[src/rtl/olkfe_pkg.sv]
`timescale 1ns / 1ps
`default_nettype none
// ----------------------------------------------------------------------------
// olkfe_pkg: shared definitions for the ordered list core
// Field widths, operation codes and status codes used by the list core.
// ----------------------------------------------------------------------------
package olkfe_pkg;

  localparam int MAX_ENTRIES_DEFAULT = 64;

  localparam int OPCODE_W   = 2;
  localparam int VALUE_W    = 32;
  localparam int POSITION_W = 7;
  localparam int STATUS_W   = 2;
  localparam int HELD_W     = 7;

  localparam logic [OPCODE_W-1:0] OP_APPEND = 2'd0;
  localparam logic [OPCODE_W-1:0] OP_DELETE = 2'd1;
  localparam logic [OPCODE_W-1:0] OP_QUERY  = 2'd2;

  localparam logic [STATUS_W-1:0] ST_OK       = 2'd0;
  localparam logic [STATUS_W-1:0] ST_NOTFOUND = 2'd1;
  localparam logic [STATUS_W-1:0] ST_FULL     = 2'd2;
  localparam logic [STATUS_W-1:0] ST_BADPOS   = 2'd3;

endpackage
`default_nettype wire

[src/rtl/ordered_list_kth_from_end_core.sv]
`timescale 1ns / 1ps
`default_nettype none
// ----------------------------------------------------------------------------
// ordered_list_kth_from_end_core: bounded ordered list with k-th-from-end read
// Appends values at the tail, deletes the first equal value and closes the
// gap, and reads the k-th value counted from the tail.
// ----------------------------------------------------------------------------
//
//   channel   ports                                        handshake
//   -------   -------------------------------------------  ---------------------
//   command   opcode, value, position_from_end             start high, busy low
//   result    read_value, status, entries_held             done high, one cycle
//
// Append, the unused opcode and a query with a bad position give their result
// the cycle after the command and never raise busy. A query in range holds
// busy while the one RAM read completes in S_QUERY and registers its answer.
// A delete scans the list through the single RAM read port, one entry per
// cycle, and moves later entries down in the same pass: it holds busy until
// no read is in flight and none is left to issue, then registers its answer.
// Reset clears the state, the entry count, the scan flags and done; the store
// needs no clearing. The receiver cannot stall results.
//
module ordered_list_kth_from_end_core #(
  parameter int MAX_ENTRIES = olkfe_pkg::MAX_ENTRIES_DEFAULT
) (
  input  wire logic                                clk,
  input  wire logic                                rst,
  input  wire logic                                start,
  output      logic                                busy,
  input  wire logic [olkfe_pkg::OPCODE_W-1:0]      opcode,
  input  wire logic signed [olkfe_pkg::VALUE_W-1:0] value,
  input  wire logic [olkfe_pkg::POSITION_W-1:0]    position_from_end,
  output      logic                                done,
  output      logic signed [olkfe_pkg::VALUE_W-1:0] read_value,
  output      logic [olkfe_pkg::STATUS_W-1:0]      status,
  output      logic [olkfe_pkg::HELD_W-1:0]        entries_held
);

  import olkfe_pkg::*;

  localparam int AW   = $clog2(MAX_ENTRIES);
  localparam int CW   = $clog2(MAX_ENTRIES + 1);
  localparam int CMPW = (CW > POSITION_W) ? CW : POSITION_W;

  typedef enum logic [2:0] {
    S_IDLE  = 3'b001,
    S_SCAN  = 3'b010,
    S_QUERY = 3'b100
  } state_t;

  state_t               state;
  logic [CW-1:0]        entry_count;
  logic [CW-1:0]        rd_idx;
  logic [AW-1:0]        data_idx;
  logic                 pend;
  logic                 found;
  logic [VALUE_W-1:0]   del_value;

  logic                 ram_we;
  logic [AW-1:0]        ram_waddr;
  logic [VALUE_W-1:0]   ram_wdata;
  logic [AW-1:0]        ram_raddr;
  logic [VALUE_W-1:0]   ram_rdata;

  logic                 full;
  logic                 issue;
  logic                 match;
  logic [CMPW-1:0]      k_ext;
  logic [CMPW-1:0]      cnt_ext;
  logic [CMPW-1:0]      q_diff;
  logic                 q_bad;

  assign busy    = (state != S_IDLE);
  assign full    = (entry_count == CW'(MAX_ENTRIES));
  assign issue   = (rd_idx < entry_count);
  assign match   = (ram_rdata == del_value);
  assign k_ext   = CMPW'(position_from_end);
  assign cnt_ext = CMPW'(entry_count);
  assign q_diff  = cnt_ext - k_ext;
  assign q_bad   = (k_ext == '0) || (k_ext > cnt_ext);

  always_comb begin
    ram_we    = 1'b0;
    ram_waddr = entry_count[AW-1:0];
    ram_wdata = value;
    ram_raddr = q_diff[AW-1:0];
    if (state == S_IDLE && start && opcode == OP_APPEND && !full) begin
      ram_we = 1'b1;
    end
    if (state == S_SCAN) begin
      ram_raddr = rd_idx[AW-1:0];
      // Once the match has passed, every later word moves down one place.
      if (pend && found) begin
        ram_we    = 1'b1;
        ram_waddr = data_idx - AW'(1);
        ram_wdata = ram_rdata;
      end
    end
  end

  olkfe_ram #(
    .WIDTH(VALUE_W),
    .DEPTH(MAX_ENTRIES)
  ) u_store (
    .clk  (clk),
    .we   (ram_we),
    .waddr(ram_waddr),
    .wdata(ram_wdata),
    .raddr(ram_raddr),
    .rdata(ram_rdata)
  );

  always_ff @(posedge clk) begin
    if (rst) begin
      state       <= S_IDLE;
      entry_count <= '0;
      rd_idx      <= '0;
      pend        <= 1'b0;
      found       <= 1'b0;
      done        <= 1'b0;
    end else begin
      done <= 1'b0;
      unique case (state)
        S_IDLE: begin
          if (start) begin
            read_value <= '0;
            unique case (opcode)
              OP_APPEND: begin
                done <= 1'b1;
                if (full) begin
                  status       <= ST_FULL;
                  entries_held <= HELD_W'(entry_count);
                end else begin
                  status       <= ST_OK;
                  entry_count  <= entry_count + CW'(1);
                  entries_held <= HELD_W'(entry_count + CW'(1));
                end
              end
              OP_DELETE: begin
                state     <= S_SCAN;
                rd_idx    <= '0;
                pend      <= 1'b0;
                found     <= 1'b0;
                del_value <= value;
              end
              OP_QUERY: begin
                if (q_bad) begin
                  done         <= 1'b1;
                  status       <= ST_BADPOS;
                  entries_held <= HELD_W'(entry_count);
                end else begin
                  state <= S_QUERY;
                end
              end
              default: begin
                done         <= 1'b1;
                status       <= ST_OK;
                entries_held <= HELD_W'(entry_count);
              end
            endcase
          end
        end
        S_SCAN: begin
          rd_idx   <= rd_idx + CW'(issue);
          pend     <= issue;
          data_idx <= rd_idx[AW-1:0];
          if (pend && !found && match) begin
            found <= 1'b1;
          end
          // The pass ends when no read is in flight and none is left to issue.
          if (!pend && !issue) begin
            state      <= S_IDLE;
            done       <= 1'b1;
            read_value <= '0;
            if (found) begin
              status       <= ST_OK;
              entry_count  <= entry_count - CW'(1);
              entries_held <= HELD_W'(entry_count - CW'(1));
            end else begin
              status       <= ST_NOTFOUND;
              entries_held <= HELD_W'(entry_count);
            end
          end
        end
        S_QUERY: begin
          state        <= S_IDLE;
          done         <= 1'b1;
          read_value   <= ram_rdata;
          status       <= ST_OK;
          entries_held <= HELD_W'(entry_count);
        end
        default: begin
          state <= S_IDLE;
        end
      endcase
    end
  end

endmodule
`default_nettype wire

[src/rtl/olkfe_ram.sv]
`timescale 1ns / 1ps
`default_nettype none
// ----------------------------------------------------------------------------
// olkfe_ram: generic simple dual-port RAM
// One write port and one read port with registered read data.
// ----------------------------------------------------------------------------
module olkfe_ram #(
  parameter int WIDTH = 32,
  parameter int DEPTH = 64
) (
  input  wire logic                     clk,
  input  wire logic                     we,
  input  wire logic [$clog2(DEPTH)-1:0] waddr,
  input  wire logic [WIDTH-1:0]         wdata,
  input  wire logic [$clog2(DEPTH)-1:0] raddr,
  output      logic [WIDTH-1:0]         rdata
);

  logic [WIDTH-1:0] mem [DEPTH];

  always_ff @(posedge clk) begin
    if (we) begin
      mem[waddr] <= wdata;
    end
    rdata <= mem[raddr];
  end

endmodule
`default_nettype wire
[config.mk]
export PLATFORM = sky130hd
export DESIGN_NAME = ordered_list_kth_from_end_core
export DESIGN_NICKNAME = d
export VERILOG_FILES = /design/src/rtl/olkfe_pkg.sv /design/src/rtl/ordered_list_kth_from_end_core.sv /design/src/rtl/olkfe_ram.sv
export SDC_FILE = /design/constraint.sdc
export NUM_CORES = 2
export LEC_CHECK = 0
export ABC_AREA = 0
export ABC_CLOCK_PERIOD_IN_PS = 16300
export BUFFER_PORTS_ARGS = -buffer_cell sky130_fd_sc_hd__buf_2
export CELL_PAD_IN_SITES_DETAIL_PLACEMENT = 0
export CELL_PAD_IN_SITES_GLOBAL_PLACEMENT = 1
export CORE_MARGIN = 3
export CORE_UTILIZATION = 51
export CTS_CLUSTER_DIAMETER = 100
export DETAILED_ROUTE_END_ITERATION = 8
export GPL_ROUTABILITY_DRIVEN = 0
export GPL_TIMING_DRIVEN = 0
export PLACE_DENSITY = 0.75
export SLEW_MARGIN = 20
export SYNTH_ARGS = -nofsm -noshare
export SYNTH_HDL_FRONTEND = slang
export SYNTH_SLANG_ARGS = --single-unit
export TNS_END_PERCENT = 30
[constraint.sdc]
create_clock -name clk -period 16.3 [get_ports clk]
set_input_delay 1.63 -clock clk [delete_from_list [all_inputs] [get_ports clk]]
set_output_delay 1.63 -clock clk [all_outputs]
set_load 0.1 [all_outputs]
After elaboration in Yosys (flattened, before gate mapping)
Memories as Yosys holds them, arrays and structs flattened. A register that Yosys moved wholly into a read port is not among the register bits.
Cells that the tools add are included.

storage, ports and cells
  word-level logic and storage cells = 109
  memories = 1
  input bits = 44
  output and inout port bits = 43
  RAM bits = 2048
  bits in registers = 99

memory list
  name         depth  bits a word  read ports  clocked after memory_dff  wr ports  line             text
  u_store.mem  64     32           1           1                         1         olkfe_ram.sv:19  logic [WIDTH-1:0] mem [DEPTH];

operators by class
  muxes and demuxes = 48
  eq/ne operators = 17
  bitwise logic cells = 1
  reduce and logical (&&, ||, !) cells = 24
  add/sub/neg operators = 5
  $lt $le $gt $ge = 2

operators with widths
  cell                                              number
  2-to-1 mux 32 bit                                 4
  case mux 32 bit (3 select lines)                  1
  2-to-1 mux 7 bit                                  9
  case mux 7 bit (3 select lines)                   2
  == test 32 bit                                    1
  case mux 7 bit (2 select lines)                   2
  AND reduction 4 bit                               5
  2-to-1 mux 6 bit                                  3
  2-to-1 mux 1 bit                                  12
  case mux 2 bit (3 select lines)                   2
  case mux 3 bit (2 select lines)                   2
  2-to-1 mux 3 bit                                  3
  2-to-1 mux 2 bit                                  4
  != test 2 x 1 -> 1 bit, second input constant     4
  adder 7 x 1 -> 7 bit                              1
  adder 7 x 1 -> 7 bit, second input constant       1
  == test 7 bit, second input constant              1
  greater-than comparator 7 bit                     1
  logical AND 1 bit                                 7
  zero test 7 bit                                   1
  less-than comparator 7 bit                        1
  subtractor 7 x 1 -> 7 bit, second input constant  1
  != test 3 x 1 -> 1 bit, second input constant     2
  != test 3 bit, second input constant              2
  19 further kinds                                  25

Longest topological paths before layout
  word-level depth = 9
  mapped depth = 15
  mapped depth without buffers = 13

Cells and area by module
Synthesis repeated with hierarchy kept, for this count alone.

unflattened totals
  cells, all modules = 3820
  area total of the unflattened synthesis = 84126.9 um^2

by module, submodules not included
  module                          cells each  instances  seq. area each (um^2)  area an instance (um^2)
  olkfe_ram                       3324        1          62139.6                78515.3
  ordered_list_kth_from_end_core  496         1          2772.7                 5611.6

Worst setup path after synthesis
Ideal clock, no wire load.

  kind = input port to flip-flop
  start point = in rst
  end point = reg read_value[0] (netlist bit) (enable)
  stages = 2
  setup slack = 10809 ps
  arrival time = 4990 ps
  required time = 15799 ps
  buffers on the path = 1
  library setup time = 501 ps
  cells stage by stage = clkbuf_1 > nor4_1

between the ends
  word-level cells in the longest chain between the ends = 2

RTL lines
  element                        line                                   text
  from (decl)                    ordered_list_kth_from_end_core.sv:27   input wire logic rst,
  inverter 1 bit (no line)       -
  AND reduction 4 bit (no line)  -
  to (signal assigned)           ordered_list_kth_from_end_core.sv:188  read_value <= ram_rdata;
  to (decl)                      ordered_list_kth_from_end_core.sv:34   output logic signed [olkfe_pkg::VALUE_W-1:0] read_value,

Every way passes these cells.
A chain may end at the register's enable or synchronous reset.

Worst setup path in the final report
  start point = in position_from_end[1] (netlist bit)
  end point = reg u_store.rdata[20] (read register of u_store.mem)

between the ends
  word-level cells in the longest chain between the ends = 2

RTL lines
  element           line                                  text
  from (decl)       ordered_list_kth_from_end_core.sv:32  input wire logic [olkfe_pkg::POSITION_W-1:0] position_from_end,
  subtractor 6 bit  ordered_list_kth_from_end_core.sv:79  assign q_diff = cnt_ext - k_ext;
  2-to-1 mux 6 bit  ordered_list_kth_from_end_core.sv:90  if (state == S_SCAN) begin
  to (decl)         olkfe_ram.sv:16                       output logic [WIDTH-1:0] rdata

Every way passes these cells.

==> impl_metrics.py <==
metrics = {
    "synth": {
        "ys_types": 63,
        "syn_area_per_cell_um2": 13.3,
        "netlist_area_um2": 86500,
        "synth_top_cell_by_area": "edfxtp_1",
        "seq_area_frac_synth_pct": 75.0,
        "yosys_warnings": 0,
        "yosys_most_used_dff": "edfxtp_1",
        "syn_nets": 6581,
        "yosys.cell_count.top_type": "edfxtp_1",
        "synth_area_leaders": "edfxtp_1, nand2_1, nand3_1",
        "synth-edff-count": 2127,
        "synth_top_area_share_pct": 73.8,
        "async_flop_share_pct": 0,
        "synth_commonest_cells": "edfxtp_1, nand2_1, nand3_1",
        "synth_seq_cells": 2179,
        "postSynthCellCount": 6513,
    },
    "die": {
        "die_w_um": 418,
        "pin_count": 87,
        "coreArea_um2": 168000,
        "dieArea_um2": 175000,
        "rows": 150,
        "start_util_pct": 51.5,
        "die_h_um": 418,
    },
    "flow_run": {
        "cap_violations": 0,
    },
    "route": {
        "final_antenna_net_count": 0,
        "drc": 0,
        "routed_wl_mm": 275,
        "avgRoutedWirePerCell_um": 29.5,
        "drt_first_iter_violations": 8473,
        "via_per_inst": 6.17,
        "dr_total_vias": 57500,
        "firstDrtPassIters": 8,
    },
    "layout": {
        "post-route-util_pct": 59.1,
        "multiInputGateArea_um2": 20300,
        "layout.nets": 6980,
        "drive_gt1_share_pct": 11.8,
        "syn_to_final_growth_pct": 14.8,
        "fillers": 13100,
        "regArea_um2": 64900,
    },
    "sta": {
        "tns_ns": 0,
        "tightest_slew_ns": 1.45,
        "skew_ns": 0.0361,
        "clock.fmax_mhz": 172,
        "period_minus_slack_ns": 5.80,
        "timing.final.crit_share_pct": 35.6,
        "hold_viol_final": 0,
        "slew_violations": 0,
        "slew_headroom_pct": 3.11,
        "rsz0062_at_grt": "no",
        "setup_viol": 0,
    },
    "grt": {
        "overflow": 0,
        "use_met3_pct": 7.62,
        "use_met1_pct": 43.8,
        "grt_busiest_layer": "met2",
        "grt_max_degree": 65,
        "antenna_found_initial": 26,
        "grt_pass1_wl_mm": 388,
        "grt_usage_pct": 31.3,
        "met2_usage_pct": 46.3,
        "first_global_vias": 53900,
    },
    "pwr": {
        "power_uw": 12500,
        "p_seq_share_pct": 49.8,
        "switching_power_uw": 3270,
        "leakage_uw": 0.0340,
        "netSwitchingFraction_pct": 26.2,
        "ir_drop_mv": 0.119,
        "combPwrFrac_pct": 11.9,
        "powerDensity_nw_per_um2": 126,
        "p_int_uw": 9230,
        "clkPwrFrac_pct": 38.3,
    },
    "worst_setup_path": {
        "critPathMaxStageDelay_ns": 1.20,
        "slowest_stage": "a31oi_1",
        "worstSetupStartpointType": "input pin",
        "worstSetupEndpointType": "register",
        "cp_max_fo": 10,
        "cp_data_required_time_ns": 17.09,
        "critPathArrivalTime_ns": 6.59,
        "cp_common_cell": "buf_4",
        "regToRegSetupSlack_ns": 10.68,
        "critical_path_class": "in2reg",
        "path_cells": "buf_2 -> inv_1 -> ha_1 -> nand2b_1 -> a21oi_2 -> xnor2_1 -> a21o_1 -> buf_4 -> buf_4 -> nor2_1 -> clkbuf_1 -> a22oi_1 -> a31oi_1 -> and4_1",
    },
    "clock_tree": {
        "cts_resized": 0,
        "clock_path_buffers": 3,
        "cts_root_buf": "clkbuf_16",
        "cts_tree": "built",
        "cts.sinks": 2179,
        "cts_buffers": 216,
        "hold_buffers": 0,
        "cts.reportedPaths.clkPinSlew_ns": 0.06,
        "cts_setup_buffers": 0,
        "htreeDepth": 4,
        "worstSkewPairLatency_ns": 0.87,
    },
    "placed_design": {
        "port_buffers": 85,
        "hpwlAfterDp_mm": 194,
    },
    "status": {
        "status": "finished, final reports clean",
    },
    "worst_hold_path": {
        "hold_path_class": "reg2reg",
    },
}
## worst max-delay path, delay by kind of cell
family | cells | cell delay [ns]
AOI/OAI and AO/OA | 4 | 2.19
buffers and inverters | 5 | 1.32
and+or+nand+nor | 3 | 0.86
adders and majority gates | 1 | 0.33
xor gates and xnor gates | 1 | 0.20
## final cells by class
class / instances / share of cell area, %
sequential: 2179 / 65.3
clock inverter: 111 / 0.851
buffer: 416 / 1.91
timing repair buffer: 181 / 2.64
tap: 2204 / 2.78
clock buffer: 289 / 5.90
antenna: 19 / 0.0479
inverter: 20 / 0.0756
multi-input combinational: 3898 / 20.5
## placed cells by master, fill, tap and decap left out, types with 24 or more instances in the layout
master	netlist	layout
and4_1	31	31
xor2_1	28	28
buf_1	24	24
a32oi_1	62	62
mux2_4	1	33
o211ai_1	34	34
buf_2	194	283
nor2_4	0	65
nor2_1	150	85
a21oi_1	273	273
buf_12	0	41
nand2_1	1965	1965
a22oi_1	35	35
and3_1	231	231
nand3_1	490	490
dfxtp_1	52	52
buf_16	0	48
a311oi_1	73	73
mux4_2	31	31
o21ai_0	56	55
clkinv_1	1	49
clkinv_2	0	36
a31oi_1	228	220
edfxtp_1	2127	2127
clkbuf_1	180	239
clkbuf_16	0	220
nand4_1	38	38
## sequential cells by signal, indices dropped and copies added (netlist names), 2 cells and up
register,count
read_value,32
u_store.mem,2048
status,2
entries_held,7
state,3
u_store.rdata,32
cnt_ext,7
del_value,32
data_idx,6
rd_idx,7
## power groups by stage
| stage | Sequential, µW | Combinational, µW | Clock [µW] |
|---|---|---|---|
| 3_5_place_dp | 6340 | 1440 | 0 |
| 4_1_cts | 6220 | 1450 | 4810 |
| 6_report | 6230 | 1480 | 4790 |
| 2_1_floorplan | 6360 | 741 | 0 |
| 3_3_place_gp | 6350 | 1400 | 0 |
| 5_1_grt | 6220 | 1550 | 5040 |
## cells by family (layout without fill, tap and decap cells)
family	Yosys count	in the layout	share of synthesized area, %
other cells	0	19	0
buf+inv	436	1017	2.28
xor+xnor	49	49	0.496
fa+ha+maj	24	24	0.356
simple gates	2954	2954	14.6
compound gates	799	799	5.86
mux	72	72	1.37
flops	2179	2179	75.0
## per-stage QoR
stage,setup slack [ns],hold WS (ns),cell area (µm²),instances
floorplan,10.81,0.431,86500,6513
global placement,9.11,0.475,89700,8802
detailed placement,10.04,0.464,92500,8898
CTS,10.93,0.490,99200,9298
global route,10.67,0.502,99300,9300
finish,10.50,0.497,99300,9317
## path summary, 6_finish.rpt
path / from / to / cells past startpoint
setup / recovery: position_from_end[1] / u_store.rdata[20]$_DFF_P_ / 14
hold / removal: rd_idx[3]$_SDFFE_PP0P_ / data_idx[3]$_DFFE_PP_ / 0
setup reg to reg: cnt_ext[0]$_SDFFE_PP0P_ / u_store.rdata[20]$_DFF_P_ / 13
hold reg to reg: rd_idx[3]$_SDFFE_PP0P_ / data_idx[3]$_DFFE_PP_ / 0
## layer usage
metal	up-vias	part of all wire, %	wire length, µm
li1	24900	-	-
met1	28600	39	107000
met2	3419	44	120000
met3	576	12	31900
met4	4	5.6	15400
met5	-	0.0087	24
Power figures use the tool's default switching activity.
